## src/hw/rtl/assert_macros.svh

```systemverilog
// Assertion helpers shared by the RTL files.
// Every macro expects clk_i and rst_ni to be visible where it is used.
`ifndef ASSERT_MACROS_SVH
`define ASSERT_MACROS_SVH

// Same-cycle implication, disabled while reset is asserted.
`define PPC_ASSERT_IMP(name, ante, cons, msg) \
  name: assert property (@(posedge clk_i) disable iff (!rst_ni) (ante) |-> (cons)) \
    else $error(msg);

// Next-cycle implication, disabled while reset is asserted.
`define PPC_ASSERT_NXT(name, ante, cons, msg) \
  name: assert property (@(posedge clk_i) disable iff (!rst_ni) (ante) |=> (cons)) \
    else $error(msg);

`endif

```

## src/hw/rtl/ppc_pkg.sv

```systemverilog
`timescale 1ns / 1ps
// ----------------------------------------------------------------------------
// PWM prescaler calculator package
// Widths, constants, codes and controller/datapath types shared by the block.
// ----------------------------------------------------------------------------
package ppc_pkg;

  localparam int PERIOD_BITS = 16;

  localparam int CLK_W      = 27;
  localparam int CODE_W     = 3;
  localparam int TCLK_W     = CLK_W + 1;
  localparam int FREQ_W     = 28;
  localparam int DUTY_W     = 8;
  localparam int PRE_W      = 17;
  localparam int REL_W      = 16;
  localparam int CMP_W      = 18;
  localparam int ST_W       = 2;

  localparam int DVD_W      = TCLK_W;
  localparam int DVS_W      = FREQ_W + PERIOD_BITS + 1;
  localparam int CPROD_W    = PERIOD_BITS + 1 + DUTY_W;
  localparam int CNT_W      = $clog2(DVD_W + 1);

  localparam int CFG_IDX_W  = 2;
  localparam int CFG_DATA_W = CLK_W;

  localparam int PRESCALE_MAX = 65536;
  localparam int DUTY_DIV     = 100;

  localparam logic [REL_W-1:0]  MAX_RELOAD   = REL_W'((2 ** PERIOD_BITS) - 1);
  localparam logic [CODE_W-1:0] DOUBLE_CODE  = CODE_W'(4);
  localparam logic [CLK_W-1:0]  BUS_CLK_RST  = CLK_W'(42000000);
  localparam logic [CODE_W-1:0] DIV_CODE_RST = CODE_W'(0);

  localparam logic [CFG_IDX_W-1:0] CFG_BUS_CLK  = CFG_IDX_W'(0);
  localparam logic [CFG_IDX_W-1:0] CFG_DIV_CODE = CFG_IDX_W'(1);

  localparam logic [ST_W-1:0] ST_OK       = ST_W'(0);
  localparam logic [ST_W-1:0] ST_BAD_FREQ = ST_W'(1);
  localparam logic [ST_W-1:0] ST_NO_FIT   = ST_W'(2);

  typedef enum logic [3:0] {
    S_IDLE,
    S_CHECK,
    S_DIV_PRE,
    S_MUL_PRE,
    S_START_REL,
    S_DIV_REL,
    S_MUL_CMP,
    S_START_CMP,
    S_DIV_CMP,
    S_FINISH
  } ppc_state_e;

  typedef enum logic [1:0] {
    DSEL_PRE,
    DSEL_REL,
    DSEL_CMP
  } ppc_dsel_e;

  typedef struct packed {
    logic      load_in;
    logic      div_start;
    ppc_dsel_e div_sel;
    logic      take_pre;
    logic      mul_pre;
    logic      take_rel;
    logic      mul_cmp;
    logic      take_cmp;
    logic      set_bad;
    logic      out_load;
  } ppc_cmd_t;

  typedef struct packed {
    logic bad_freq;
    logic no_fit;
    logic div_done;
    logic div_busy;
  } ppc_stat_t;

endpackage

```

## src/hw/rtl/ppc_ifs.sv

```systemverilog
`timescale 1ns / 1ps
// ----------------------------------------------------------------------------
// PWM prescaler calculator channels
// Valid/ready channels for request words and result words.
// ----------------------------------------------------------------------------
interface ppc_in_if;
  logic                         valid;
  logic                         ready;
  logic [ppc_pkg::FREQ_W-1:0]   target_hz;
  logic [ppc_pkg::DUTY_W-1:0]   duty_percent;

  modport source (output valid, output target_hz, output duty_percent, input ready);
  modport sink   (input valid, input target_hz, input duty_percent, output ready);
endinterface

interface ppc_out_if;
  logic                         valid;
  logic                         ready;
  logic [ppc_pkg::PRE_W-1:0]    prescale_setting;
  logic [ppc_pkg::REL_W-1:0]    reload_value;
  logic [ppc_pkg::CMP_W-1:0]    compare_value;
  logic [ppc_pkg::ST_W-1:0]     status;

  modport source (output valid, output prescale_setting, output reload_value,
                  output compare_value, output status, input ready);
  modport sink   (input valid, input prescale_setting, input reload_value,
                  input compare_value, input status, output ready);
endinterface

```

## src/hw/rtl/ppc_div.sv

```systemverilog
`timescale 1ns / 1ps
// ----------------------------------------------------------------------------
// PWM prescaler calculator divider
// Restoring divider, one quotient bit per cycle.
// ----------------------------------------------------------------------------
`include "assert_macros.svh"

module ppc_div (
  input  logic                        clk_i,
  input  logic                        rst_ni,
  input  logic                        start_i,
  input  logic [ppc_pkg::DVD_W-1:0]   dividend_i,
  input  logic [ppc_pkg::DVS_W-1:0]   divisor_i,
  output logic                        busy_o,
  output logic                        done_o,
  output logic [ppc_pkg::DVD_W-1:0]   quotient_o
);

  logic                        busy_q, busy_d;
  logic                        done_q, done_d;
  logic [ppc_pkg::CNT_W-1:0]   cnt_q, cnt_d;
  logic [ppc_pkg::DVS_W-1:0]   rem_q, rem_d;
  logic [ppc_pkg::DVS_W-1:0]   dvs_q, dvs_d;
  logic [ppc_pkg::DVD_W-1:0]   quo_q, quo_d;
  logic [ppc_pkg::DVS_W:0]     trial;
  logic                        fits;

  // The dividend shifts out of quo_q from the top while quotient bits enter below.
  assign trial = {rem_q, quo_q[ppc_pkg::DVD_W-1]};
  assign fits  = (trial >= {1'b0, dvs_q});

  always_comb begin
    busy_d = busy_q;
    done_d = 1'b0;
    cnt_d  = cnt_q;
    rem_d  = rem_q;
    dvs_d  = dvs_q;
    quo_d  = quo_q;
    if (start_i) begin
      busy_d = 1'b1;
      cnt_d  = ppc_pkg::CNT_W'(ppc_pkg::DVD_W);
      rem_d  = '0;
      dvs_d  = divisor_i;
      quo_d  = dividend_i;
    end else if (busy_q) begin
      rem_d = fits ? ppc_pkg::DVS_W'(trial - {1'b0, dvs_q}) : trial[ppc_pkg::DVS_W-1:0];
      quo_d = {quo_q[ppc_pkg::DVD_W-2:0], fits};
      cnt_d = cnt_q - ppc_pkg::CNT_W'(1);
      if (cnt_q == ppc_pkg::CNT_W'(1)) begin
        busy_d = 1'b0;
        done_d = 1'b1;
      end
    end
  end

  always_ff @(posedge clk_i or negedge rst_ni) begin
    if (!rst_ni) begin
      busy_q <= 1'b0;
      done_q <= 1'b0;
      cnt_q  <= '0;
    end else begin
      busy_q <= busy_d;
      done_q <= done_d;
      cnt_q  <= cnt_d;
    end
  end

  always_ff @(posedge clk_i) begin
    rem_q <= rem_d;
    dvs_q <= dvs_d;
    quo_q <= quo_d;
  end

  assign busy_o     = busy_q;
  assign done_o     = done_q;
  assign quotient_o = quo_q;

  `PPC_ASSERT_NXT(a_div_done_pulse, done_q, !done_q && !busy_q, "divider done is not a single pulse")

endmodule

```

## src/hw/rtl/ppc_dp.sv

```systemverilog
`timescale 1ns / 1ps
// ----------------------------------------------------------------------------
// PWM prescaler calculator datapath
// Configuration registers, operand registers, shared divider and result words.
// ----------------------------------------------------------------------------
`include "assert_macros.svh"

module ppc_dp (
  input  logic                            clk_i,
  input  logic                            rst_ni,
  input  logic                            cfg_we_i,
  input  logic [ppc_pkg::CFG_IDX_W-1:0]   cfg_idx_i,
  input  logic [ppc_pkg::CFG_DATA_W-1:0]  cfg_data_i,
  input  logic [ppc_pkg::FREQ_W-1:0]      target_hz_i,
  input  logic [ppc_pkg::DUTY_W-1:0]      duty_percent_i,
  input  ppc_pkg::ppc_cmd_t               cmd_i,
  output ppc_pkg::ppc_stat_t              stat_o,
  output logic [ppc_pkg::PRE_W-1:0]       prescale_setting_o,
  output logic [ppc_pkg::REL_W-1:0]       reload_value_o,
  output logic [ppc_pkg::CMP_W-1:0]       compare_value_o,
  output logic [ppc_pkg::ST_W-1:0]        status_o
);

  logic [ppc_pkg::CLK_W-1:0]    bus_clk_q;
  logic [ppc_pkg::CODE_W-1:0]   div_code_q;

  logic [ppc_pkg::TCLK_W-1:0]   tclk_d, tclk_q;
  logic [ppc_pkg::FREQ_W-1:0]   freq_q;
  logic [ppc_pkg::DUTY_W-1:0]   duty_q;
  logic [ppc_pkg::PRE_W-1:0]    p_q;
  logic [ppc_pkg::DVS_W-1:0]    prod_q;
  logic [ppc_pkg::REL_W-1:0]    reload_q;
  logic [ppc_pkg::CPROD_W-1:0]  cprod_q;
  logic [ppc_pkg::CMP_W-1:0]    cmp_q;
  logic [ppc_pkg::ST_W-1:0]     st_q;
  logic                         no_fit_q;

  logic [ppc_pkg::PRE_W-1:0]    out_pre_q;
  logic [ppc_pkg::REL_W-1:0]    out_rel_q;
  logic [ppc_pkg::CMP_W-1:0]    out_cmp_q;
  logic [ppc_pkg::ST_W-1:0]     out_st_q;

  logic [ppc_pkg::DVD_W-1:0]    dvd;
  logic [ppc_pkg::DVS_W-1:0]    dvs;
  logic [ppc_pkg::DVD_W-1:0]    div_quo;
  logic                         div_busy;
  logic                         div_done;
  logic [ppc_pkg::REL_W:0]      rel_inc;

  always_ff @(posedge clk_i or negedge rst_ni) begin
    if (!rst_ni) begin
      bus_clk_q  <= ppc_pkg::BUS_CLK_RST;
      div_code_q <= ppc_pkg::DIV_CODE_RST;
    end else if (cfg_we_i) begin
      unique case (cfg_idx_i)
        ppc_pkg::CFG_BUS_CLK:  bus_clk_q  <= cfg_data_i;
        ppc_pkg::CFG_DIV_CODE: div_code_q <= cfg_data_i[ppc_pkg::CODE_W-1:0];
        default: ;
      endcase
    end
  end

  assign tclk_d = (div_code_q >= ppc_pkg::DOUBLE_CODE) ? {bus_clk_q, 1'b0}
                                                       : {1'b0, bus_clk_q};

  // Divider operands for the three quotients: prescaler, reload and compare.
  always_comb begin
    dvd = tclk_q;
    dvs = ppc_pkg::DVS_W'({freq_q, {ppc_pkg::PERIOD_BITS{1'b0}}})
        + ppc_pkg::DVS_W'(freq_q);
    unique case (cmd_i.div_sel)
      ppc_pkg::DSEL_PRE: ;
      ppc_pkg::DSEL_REL: dvs = prod_q;
      ppc_pkg::DSEL_CMP: begin
        dvd = ppc_pkg::DVD_W'(cprod_q);
        dvs = ppc_pkg::DVS_W'(ppc_pkg::DUTY_DIV);
      end
      default: ;
    endcase
  end

  ppc_div u_div (
    .clk_i      (clk_i),
    .rst_ni     (rst_ni),
    .start_i    (cmd_i.div_start),
    .dividend_i (dvd),
    .divisor_i  (dvs),
    .busy_o     (div_busy),
    .done_o     (div_done),
    .quotient_o (div_quo)
  );

  assign rel_inc = {1'b0, reload_q} + (ppc_pkg::REL_W + 1)'(1);

  always_ff @(posedge clk_i or negedge rst_ni) begin
    if (!rst_ni) begin
      no_fit_q <= 1'b0;
    end else if (cmd_i.take_pre) begin
      no_fit_q <= (div_quo >= ppc_pkg::DVD_W'(ppc_pkg::PRESCALE_MAX));
    end
  end

  always_ff @(posedge clk_i) begin
    if (cmd_i.load_in) begin
      freq_q <= target_hz_i;
      duty_q <= duty_percent_i;
      tclk_q <= tclk_d;
    end
    if (cmd_i.set_bad) begin
      p_q      <= ppc_pkg::PRE_W'(1);
      reload_q <= '0;
      cmp_q    <= '0;
      st_q     <= ppc_pkg::ST_BAD_FREQ;
    end
    if (cmd_i.take_pre) begin
      if (div_quo >= ppc_pkg::DVD_W'(ppc_pkg::PRESCALE_MAX)) begin
        p_q      <= ppc_pkg::PRE_W'(ppc_pkg::PRESCALE_MAX);
        reload_q <= ppc_pkg::MAX_RELOAD;
        st_q     <= ppc_pkg::ST_NO_FIT;
      end else begin
        p_q  <= div_quo[ppc_pkg::PRE_W-1:0] + ppc_pkg::PRE_W'(1);
        st_q <= ppc_pkg::ST_OK;
      end
    end
    if (cmd_i.mul_pre) begin
      prod_q <= ppc_pkg::DVS_W'(p_q) * ppc_pkg::DVS_W'(freq_q);
    end
    if (cmd_i.take_rel) begin
      reload_q <= ppc_pkg::REL_W'(div_quo - ppc_pkg::DVD_W'(1));
    end
    if (cmd_i.mul_cmp) begin
      cprod_q <= ppc_pkg::CPROD_W'(rel_inc) * ppc_pkg::CPROD_W'(duty_q);
    end
    if (cmd_i.take_cmp) begin
      cmp_q <= div_quo[ppc_pkg::CMP_W-1:0];
    end
    if (cmd_i.out_load) begin
      out_pre_q <= p_q - ppc_pkg::PRE_W'(1);
      out_rel_q <= reload_q;
      out_cmp_q <= cmp_q;
      out_st_q  <= st_q;
    end
  end

  assign stat_o.bad_freq = (freq_q == '0) || (ppc_pkg::TCLK_W'(freq_q) > tclk_q);
  assign stat_o.no_fit   = no_fit_q;
  assign stat_o.div_done = div_done;
  assign stat_o.div_busy = div_busy;

  assign prescale_setting_o = out_pre_q;
  assign reload_value_o     = out_rel_q;
  assign compare_value_o    = out_cmp_q;
  assign status_o           = out_st_q;

  // The reload quotient is at least one, so reload minus one never wraps.
  `PPC_ASSERT_IMP(a_rel_quo_nonzero, cmd_i.take_rel, div_quo != '0, "reload quotient is zero")

endmodule

```

## src/hw/rtl/ppc_ctrl.sv

```systemverilog
`timescale 1ns / 1ps
// ----------------------------------------------------------------------------
// PWM prescaler calculator controller
// Sequences the datapath and owns the request and result handshakes.
// ----------------------------------------------------------------------------
`include "assert_macros.svh"

module ppc_ctrl (
  input  logic                 clk_i,
  input  logic                 rst_ni,
  input  logic                 in_valid_i,
  output logic                 in_ready_o,
  output logic                 out_valid_o,
  input  logic                 out_ready_i,
  output ppc_pkg::ppc_cmd_t    cmd_o,
  input  ppc_pkg::ppc_stat_t   stat_i
);

  ppc_pkg::ppc_state_e state_q, state_d;
  logic                out_valid_q, out_valid_d;
  logic                out_free;

  // The result register can take a new word when empty or when drained this cycle.
  assign out_free = !out_valid_q || out_ready_i;

  always_comb begin
    state_d = state_q;
    unique case (state_q)
      ppc_pkg::S_IDLE:      if (in_valid_i) state_d = ppc_pkg::S_CHECK;
      ppc_pkg::S_CHECK:     state_d = stat_i.bad_freq ? ppc_pkg::S_FINISH : ppc_pkg::S_DIV_PRE;
      ppc_pkg::S_DIV_PRE:   if (stat_i.div_done) state_d = ppc_pkg::S_MUL_PRE;
      ppc_pkg::S_MUL_PRE:   state_d = stat_i.no_fit ? ppc_pkg::S_MUL_CMP : ppc_pkg::S_START_REL;
      ppc_pkg::S_START_REL: state_d = ppc_pkg::S_DIV_REL;
      ppc_pkg::S_DIV_REL:   if (stat_i.div_done) state_d = ppc_pkg::S_MUL_CMP;
      ppc_pkg::S_MUL_CMP:   state_d = ppc_pkg::S_START_CMP;
      ppc_pkg::S_START_CMP: state_d = ppc_pkg::S_DIV_CMP;
      ppc_pkg::S_DIV_CMP:   if (stat_i.div_done) state_d = ppc_pkg::S_FINISH;
      ppc_pkg::S_FINISH:    if (out_free) state_d = ppc_pkg::S_IDLE;
      default:              state_d = ppc_pkg::S_IDLE;
    endcase
  end

  always_comb begin
    cmd_o         = '0;
    cmd_o.div_sel = ppc_pkg::DSEL_PRE;
    in_ready_o    = 1'b0;
    unique case (state_q)
      ppc_pkg::S_IDLE: begin
        in_ready_o    = 1'b1;
        cmd_o.load_in = in_valid_i;
      end
      ppc_pkg::S_CHECK: begin
        cmd_o.set_bad   = stat_i.bad_freq;
        cmd_o.div_start = !stat_i.bad_freq;
      end
      ppc_pkg::S_DIV_PRE:   cmd_o.take_pre = stat_i.div_done;
      ppc_pkg::S_MUL_PRE:   cmd_o.mul_pre = 1'b1;
      ppc_pkg::S_START_REL: begin
        cmd_o.div_start = 1'b1;
        cmd_o.div_sel   = ppc_pkg::DSEL_REL;
      end
      ppc_pkg::S_DIV_REL:   cmd_o.take_rel = stat_i.div_done;
      ppc_pkg::S_MUL_CMP:   cmd_o.mul_cmp = 1'b1;
      ppc_pkg::S_START_CMP: begin
        cmd_o.div_start = 1'b1;
        cmd_o.div_sel   = ppc_pkg::DSEL_CMP;
      end
      ppc_pkg::S_DIV_CMP:   cmd_o.take_cmp = stat_i.div_done;
      ppc_pkg::S_FINISH:    cmd_o.out_load = out_free;
      default: ;
    endcase
  end

  always_comb begin
    out_valid_d = out_valid_q;
    if (cmd_o.out_load) begin
      out_valid_d = 1'b1;
    end else if (out_ready_i) begin
      out_valid_d = 1'b0;
    end
  end

  always_ff @(posedge clk_i or negedge rst_ni) begin
    if (!rst_ni) begin
      state_q     <= ppc_pkg::S_IDLE;
      out_valid_q <= 1'b0;
    end else begin
      state_q     <= state_d;
      out_valid_q <= out_valid_d;
    end
  end

  assign out_valid_o = out_valid_q;

  `PPC_ASSERT_IMP(a_start_when_idle, cmd_o.div_start, !stat_i.div_busy, "divider restarted while busy")
  `PPC_ASSERT_NXT(a_finish_shows, (state_q == ppc_pkg::S_FINISH) && out_free, out_valid_q, "finished word not shown")

endmodule

```

## src/hw/rtl/pwm_prescaler_period_calc.sv

```systemverilog
`timescale 1ns / 1ps
// ----------------------------------------------------------------------------
// PWM prescaler and period calculator
// Turns a PWM frequency and duty request into 16-bit timer settings.
// ----------------------------------------------------------------------------
// A request runs up to three 28-step divisions on one shared restoring divider:
// two when no prescaler fits and none for a bad frequency. One request is in
// work at a time; the next is accepted in the cycle after the result register
// is loaded, even while that word still waits for the sink. Reset (asynchronous,
// active low) empties the result register, idles the controller and loads the
// configuration reset values.
// ----------------------------------------------------------------------------
//
// Operation
//   The timer clock is the bus clock, doubled when the bus divider code is four
//   or more. A request whose frequency is zero or above the timer clock finishes
//   at once with zero settings and the bad-frequency status.
//   Otherwise the shared divider runs three times:
//     1. timer clock / (frequency * (2^16 + 1)) gives the prescaler minus one,
//        since the smallest prescaler p with clock < (65537) * p * frequency is
//        that quotient plus one. A quotient of 65536 or more means no prescaler
//        fits: p saturates at 65536, reload at 65535 and the status says so.
//     2. timer clock / (p * frequency) minus one gives the reload value.
//     3. (reload + 1) * duty / 100 gives the compare value.
//   The two products are each one registered multiply between divisions.
//
// Configuration writes are taken at any time but are meant for idle periods;
// the timer clock is sampled when a request is accepted.

module pwm_prescaler_period_calc (
  input  logic                            clk_i,
  input  logic                            rst_ni,
  input  logic                            cfg_we_i,
  input  logic [ppc_pkg::CFG_IDX_W-1:0]   cfg_idx_i,
  input  logic [ppc_pkg::CFG_DATA_W-1:0]  cfg_data_i,
  ppc_in_if.sink                          in_i,
  ppc_out_if.source                       out_o
);

  ppc_pkg::ppc_cmd_t  cmd;
  ppc_pkg::ppc_stat_t stat;

  // Controller: sequence of divisions and multiplies, plus both handshakes.
  ppc_ctrl u_ctrl (
    .clk_i       (clk_i),
    .rst_ni      (rst_ni),
    .in_valid_i  (in_i.valid),
    .in_ready_o  (in_i.ready),
    .out_valid_o (out_o.valid),
    .out_ready_i (out_o.ready),
    .cmd_o       (cmd),
    .stat_i      (stat)
  );

  // Datapath: configuration registers, operands, divider and the result word.
  ppc_dp u_dp (
    .clk_i              (clk_i),
    .rst_ni             (rst_ni),
    .cfg_we_i           (cfg_we_i),
    .cfg_idx_i          (cfg_idx_i),
    .cfg_data_i         (cfg_data_i),
    .target_hz_i        (in_i.target_hz),
    .duty_percent_i     (in_i.duty_percent),
    .cmd_i              (cmd),
    .stat_o             (stat),
    .prescale_setting_o (out_o.prescale_setting),
    .reload_value_o     (out_o.reload_value),
    .compare_value_o    (out_o.compare_value),
    .status_o           (out_o.status)
  );

endmodule

```

## src/flat_wrapper.sv

```systemverilog
// flat-port wrapper written by rule: the top's interface ports become plain ports
module pwm_prescaler_period_calc_flat 
  (clk_i, rst_ni, cfg_we_i, cfg_idx_i, cfg_data_i, in_i_valid, in_i_target_hz, in_i_duty_percent, in_i_ready, out_o_valid, out_o_prescale_setting, out_o_reload_value, out_o_compare_value, out_o_status, out_o_ready);
  ppc_in_if in_i_i ();
  ppc_out_if out_o_i ();
  input  logic clk_i;
  input  logic rst_ni;
  input  logic cfg_we_i;
  input  logic [ppc_pkg::CFG_IDX_W-1:0] cfg_idx_i;
  input  logic [ppc_pkg::CFG_DATA_W-1:0] cfg_data_i;
  input wire logic [$bits(in_i_i.valid)-1:0] in_i_valid;
  input wire logic [$bits(in_i_i.target_hz)-1:0] in_i_target_hz;
  input wire logic [$bits(in_i_i.duty_percent)-1:0] in_i_duty_percent;
  output wire logic [$bits(in_i_i.ready)-1:0] in_i_ready;
  output wire logic [$bits(out_o_i.valid)-1:0] out_o_valid;
  output wire logic [$bits(out_o_i.prescale_setting)-1:0] out_o_prescale_setting;
  output wire logic [$bits(out_o_i.reload_value)-1:0] out_o_reload_value;
  output wire logic [$bits(out_o_i.compare_value)-1:0] out_o_compare_value;
  output wire logic [$bits(out_o_i.status)-1:0] out_o_status;
  input wire logic [$bits(out_o_i.ready)-1:0] out_o_ready;
  assign in_i_i.valid = in_i_valid;
  assign in_i_i.target_hz = in_i_target_hz;
  assign in_i_i.duty_percent = in_i_duty_percent;
  assign in_i_ready = in_i_i.ready;
  assign out_o_valid = out_o_i.valid;
  assign out_o_prescale_setting = out_o_i.prescale_setting;
  assign out_o_reload_value = out_o_i.reload_value;
  assign out_o_compare_value = out_o_i.compare_value;
  assign out_o_status = out_o_i.status;
  assign out_o_i.ready = out_o_ready;
  pwm_prescaler_period_calc u_core (.clk_i(clk_i), .rst_ni(rst_ni), .cfg_we_i(cfg_we_i), .cfg_idx_i(cfg_idx_i), .cfg_data_i(cfg_data_i), .in_i(in_i_i), .out_o(out_o_i));
endmodule
```

## config.mk

```make
export PLATFORM = sky130hd
export DESIGN_NAME = pwm_prescaler_period_calc_flat
export DESIGN_NICKNAME = d
export VERILOG_FILES = /design/src/hw/rtl/ppc_pkg.sv /design/src/hw/rtl/ppc_ifs.sv /design/src/hw/rtl/ppc_div.sv /design/src/hw/rtl/ppc_dp.sv /design/src/hw/rtl/ppc_ctrl.sv /design/src/hw/rtl/pwm_prescaler_period_calc.sv /design/src/flat_wrapper.sv
export VERILOG_INCLUDE_DIRS = /design/src /design/src/hw/rtl
export SDC_FILE = /design/constraint.sdc
export NUM_CORES = 2
export LEC_CHECK = 0
export BUFFER_PORTS_ARGS = -buffer_cell sky130_fd_sc_hd__buf_2
export CORE_ASPECT_RATIO = 0.7
export CORE_MARGIN = 2
export CORE_UTILIZATION = 25
export CTS_CLUSTER_DIAMETER = 100
export CTS_CLUSTER_SIZE = 14
export DETAILED_ROUTE_END_ITERATION = 6
export PLACE_DENSITY = 0.5
export SLEW_MARGIN = 10
export SYNTH_ARGS = -nofsm -noshare
export SYNTH_HDL_FRONTEND = slang
export SYNTH_HIERARCHICAL = 1
export SYNTH_SLANG_ARGS = --single-unit
```

## constraint.sdc

```tcl
create_clock -name clk_i -period 7.5 [get_ports clk_i]
set_input_delay 1.875 -clock clk_i [delete_from_list [all_inputs] [get_ports clk_i]]
set_output_delay 1.875 -clock clk_i [all_outputs]
set_load 0.03 [all_outputs]
```

Word level (Yosys, flattened, before mapping)
Index checks and enable logic that the tools add are counted.

Add/sub/neg operators: 7. Multipliers: 2. Div/mod/pow operators: 0. $lt $le $gt $ge: 4. Equality and inequality tests: 18. Shifts and indexed selects: 0. Mux-type cells: 47. Bitwise gates (word level): 0. Reductions and logical operators: 15.

Operators by type and width (number): $pmux 45 s2 (1); $mux 28 (3); $mux 16 (4); $mux 17 (3); $ge 46x45->1 (1); $add 44x28->45 (1); $mul 17x28->45 (1); $mux 45 (1); $sub 45x45->45 (1); $pmux 4 s10 (1); $mux 18 (2); $ge 28x17->1 const B (1); $gt 28x28->1 (1); $logic_not 28->1 (1); $mux 27 (1); $mul 17x8->25 (1); $mux 4 (6); $add 16x1->17 const B (1); $add 17x1->17 const B (1); $mux 1 (17); $sub 17x1->17 const B (1); $eq 4x3->1 const B (4); $sub 16x1->16 const B (1); $mux 5 (2); other kinds (20) (36).

Register bits: 401. Bits in latches: 0. Memory bits (writable): 0. Memory bits (read-only): 0. Input bits: 70. Output and inout port bits: 55. Logic and storage cells: 119. Memories: 0.

Depth between registers and ports, before layout
Depth in word-level cells: 7. Depth in mapped cells: 26. Mapped depth without buffers: 23.

By module
The synthesis kept the hierarchy.

By module, submodules not included: ppc_dp (instances 1, cells an instance 3299, area each 32019.5 um^2, sequential area each 7783.7 um^2); ppc_div (instances 1, cells an instance 814, area each 7898.8 um^2, sequential area each 3268.1 um^2); ppc_ctrl (instances 1, cells an instance 58, area each 447.9 um^2, sequential area each 125.1 um^2).

Least setup slack after synthesis
Ideal clock, no wire load.

Path kind: flip-flop to flip-flop. Start: register u_core/u_dp/freq_q[12] (netlist name). End: register u_core/u_dp/prod_q[41] (netlist name) (data pin). Library setup time: 0.266 ns. Data arrival time: 6.167 ns. Required time: 7.234 ns. Path slack: 1.067 ns. Cell stages (with the launch flop): 23. Buffers on the path: 2. Period minus slack after synthesis: 6.433 ns. Cell sequence: edfxtp_1 clkbuf_1 buf_1 nand2_1 fa_1 inv_1 fa_1 fa_1 fa_1 fa_1 inv_1 fa_1 inv_1 ha_1 a2111oi_2 o31ai_1 o22ai_1 and2_1 a21oi_1 o311a_1 a211oi_1 nor3_1 xor2_1.

Longest elaborated chain between the ends: 1.

RTL lines: start, declared (line ppc_dp.sv:28) `logic [ppc_pkg::FREQ_W-1:0] freq_q;`; start signal, assigned (line ppc_dp.sv:105) `freq_q <= target_hz_i;`; $mul 17x28->45 (line ppc_dp.sv:126) `prod_q <= ppc_pkg::DVS_W'(p_q) * ppc_pkg::DVS_W'(freq_q);`; end signal, assigned (line ppc_dp.sv:126); end, declared (line ppc_dp.sv:31) `logic [ppc_pkg::DVS_W-1:0] prod_q;`.

Every way passes these cells. A chain may end at the register's enable or synchronous reset.

Final worst setup path
Start: register u_core/u_dp/p_q[8] (netlist name). End: register u_core/u_dp/prod_q[41] (netlist name) (data pin).

Longest elaborated chain between the ends: 1.

RTL lines: start, declared (line ppc_dp.sv:30) `logic [ppc_pkg::PRE_W-1:0] p_q;`; start signal, assigned (line ppc_dp.sv:110) `p_q <= ppc_pkg::PRE_W'(1);`; start signal, assigned (line ppc_dp.sv:117) `p_q <= ppc_pkg::PRE_W'(ppc_pkg::PRESCALE_MAX);`; start signal, assigned (line ppc_dp.sv:121) `p_q <= div_quo[ppc_pkg::PRE_W-1:0] + ppc_pkg::PRE_W'(1);`; $mul 17x28->45 (line ppc_dp.sv:126).

Every way passes these cells.

==> impl_metrics.csv <==
group,metric,value,unit
outcome,status,"complete, no violations",
global_routing,antenna_found_initial,8,
hold_path,hp-class,"flip-flop to flip-flop",
global_routing,grt_pass1_wl,190000,um
timing,worst_slack,353,ps
die,fp.dieArea,165000,um^2
clock_network,ctsHoldBuffers,0,
global_routing,overflow,0,
final_layout,finalNetCount,5009,
power_and_ir_drop,total_power,4.48,mW
clock_network,cts_sinks,399,
setup_path,critPathMaxStageDelay,1040,ps
placed_design,gp_congestion,0.905,
detailed_routing,drt_wl_total,124000,um
timing,period_share,0.953,
final_layout,utilization,0.278,
power_and_ir_drop,ir_drop,0.000122,V
timing,rsz0062_at_grt,"no",
die,io_pins,125,
detailed_routing,drt-pass1-iter-count,6,
die,dieHeight,340,um
yosys,synthCells,4170,
global_routing,grt_max_degree,113,
global_routing,grt_pass1_vias,29700,
setup_path,crit_arrival,7510,ps
run,drv_cap,0,
clock_network,cts_buffers,37,
detailed_routing,ant_nets,0,
placed_design,dp_cells,6281,
yosys,yosys_warnings,6,
yosys,syn-num-nets,4978,
timing,fmax,140,MHz
final_layout,drive_above_1_share,0.0986,
timing,slew_headroom,0.157,
clock_network,clk_pin_slew,70,ps
detailed_routing,wl_met2,47800,um
placed_design,pre_cts_ws,384,ps
timing,skew,50.5,ps
clock_network,cts_tree,"yes",
timing,final_hold_viol_count,0,
clock_network,clk_path_buf_depth,3,
clock_network,root_buffer,"clkbuf_16",
clock_network,htreeDepth,2,
setup_path,cp_top_family,"adder cells",
power_and_ir_drop,cellPowerDensity,100,nW/um^2
setup_path,cp.buffers_inverters,4,
detailed_routing,dr.max_layer_used,"met5",
timing,slew_viol_final,0,
timing,max_slew.worst_pin.slew,1260,ps
final_layout,layout.cells.non_filler,6355,
setup_path,crit_required,7860,ps
detailed_routing,drt_iter0_drc,2585,
power_and_ir_drop,total_leakage_power,20.0,nW
global_routing,grt_util_all_layers,0.151,
setup_path,path_cells,"buf_4, nand2_1, fa_1, inv_1, fa_1, fa_1, fa_1, fa_1, inv_1, fa_1, inv_1, ha_1, a211o_1, a21oi_1, o21ai_1, o21ai_1, a21oi_1, o311a_1, a211oi_1, nor3_1, xor2_1",
final_layout,multi_input_area,25700,um^2
placed_design,dpl.hpwl,99200,um
die,core,161000,um^2
detailed_routing,route.met3.wl,10100,um
placed_design,portBuffers,124,
yosys,syn-cell-area,40400,um^2
detailed_routing,num_vias,29400,
yosys,syn_area_per_cell,9.68,um^2
setup_path,critPathSlowestCell,"edfxtp_1",
detailed_routing,vias_per_cell,4.63,
timing,fin_crit,7150,ps
timing,setup_viol,0,
final_layout,fill_cells,17000,
setup_path,cp-start-kind,"flip-flop",
setup_path,crit_top_cell,"fa_1",
detailed_routing,drc,0,
setup_path,endpoint_kind,"flip-flop",
setup_path,worst-setup-path-type,"flip-flop to flip-flop",
clock_network,clock_latency,630,ps
final_layout,area_delta_synth_final,10.6,%
final_layout,register_area,11200,um^2
timing,tns,0,ps
die,die_w,484,um
die,rows,123,
die,start_util,0.251,
detailed_routing,drt-met1-wl,63600,um
detailed_routing,drt-wirelength-per-cell,19.5,um
setup_path,path_max_fanout,14,
[per-layer routing]
metal | vias to the layer above | track usage
li1 | 13600 | -
met2 | 881 | 0.201
met1 | 14900 | 0.241
met3 | 101 | 0.0373
met4 | 2 | 0.0295
met5 | - | 0
[metrics by stage]
step,hold WS (ps),cell area [um^2]
after global placement,409,43400
after detailed placement,405,43400
final,421,44600
after floorplan,400,40400
after global routing,426,44600
after CTS,421,44600
[power by group]
| part | switching, mW | internal, mW | leakage [nW] |
|---|---|---|---|
| logic | 0.0407 | 0.0741 | 15.8 |
| registers | 0.0433 | 2.39 | 3.64 |
| clock network | 0.976 | 0.950 | 0.539 |
[area by class of cell]
type                    instances  area share
diodes                          2    0.000112
clock buffers                  57      0.0224
clock inverters                 9     0.00294
well taps                    2125      0.0595
inverters                     679      0.0571
repair buffers                220      0.0314
flip-flops and latches        399       0.250
multi-input cells            2864       0.576
[cell usage in the layout (no fill, tap or decap), types with 35 or more instances in the layout]
| cell | count |
|---|---|
| inv_1 | 676 |
| nand2_1 | 543 |
| fa_1 | 481 |
| edfxtp_1 | 297 |
| and2_1 | 263 |
| ha_1 | 256 |
| nor2_1 | 152 |
| a21oi_1 | 132 |
| buf_2 | 124 |
| xnor2_1 | 108 |
| o21ai_0 | 106 |
| buf_4 | 91 |
| mux2_2 | 84 |
| xor2_1 | 70 |
| a21o_1 | 67 |
| dfxtp_1 | 61 |
| a211oi_1 | 50 |
| nand3_1 | 49 |
| nor3_1 | 45 |
| nor2b_1 | 43 |
| clkbuf_16 | 37 |
| mux2i_1 | 35 |
| nand4_1 | 35 |
[worst paths after layout]
kind,slack [ps],cells after the start,from,to
max,350,21,u_core/u_dp/p_q[8]$_SDFFCE_PP0P_,u_core/u_dp/prod_q[41]$_DFFE_PP_
min,420,0,u_core/u_dp/cmp_q[13]$_SDFFCE_PN0P_,u_core/u_dp/compare_value_o[13]$_DFFE_PP_
max reg2reg,350,21,u_core/u_dp/p_q[8]$_SDFFCE_PP0P_,u_core/u_dp/prod_q[41]$_DFFE_PP_
min reg2reg,420,0,u_core/u_dp/cmp_q[13]$_SDFFCE_PN0P_,u_core/u_dp/compare_value_o[13]$_DFFE_PP_
max in group asynchronous,5560,2,rst_ni,u_core/u_dp/bus_clk_q[0]$_DFFE_PN0P_
min in group asynchronous,1330,2,rst_ni,u_core/u_ctrl/out_valid_o$_DFFE_PN0P_
[sequential cells by signal, indices dropped and copies added, names as in the netlist, 2 cells and up]
name                            cells
u_core/u_ctrl/state_q               4
u_core/u_dp/bus_clk_q              27
u_core/u_dp/cmp_q                  18
u_core/u_dp/compare_value_o        18
u_core/u_dp/cprod_q                25
u_core/u_dp/duty_q                  8
u_core/u_dp/freq_q                 28
u_core/u_dp/p_q                    17
u_core/u_dp/prescale_setting_o     17
u_core/u_dp/prod_q                 45
u_core/u_dp/reload_q               16
u_core/u_dp/reload_value_o         16
u_core/u_dp/st_q                    2
u_core/u_dp/status_o                2
u_core/u_dp/tclk_q                 28
u_core/u_dp/u_div/cnt_q             5
u_core/u_dp/u_div/dvs_q            45
u_core/u_dp/u_div/quotient_o       28
u_core/u_dp/u_div/rem_q            45
[timing repair]
item,CTS,global route
resized for setup,0,0
setup endpoints to repair,0,1
setup buffers,0,6
Power figures use the tool's default switching activity.
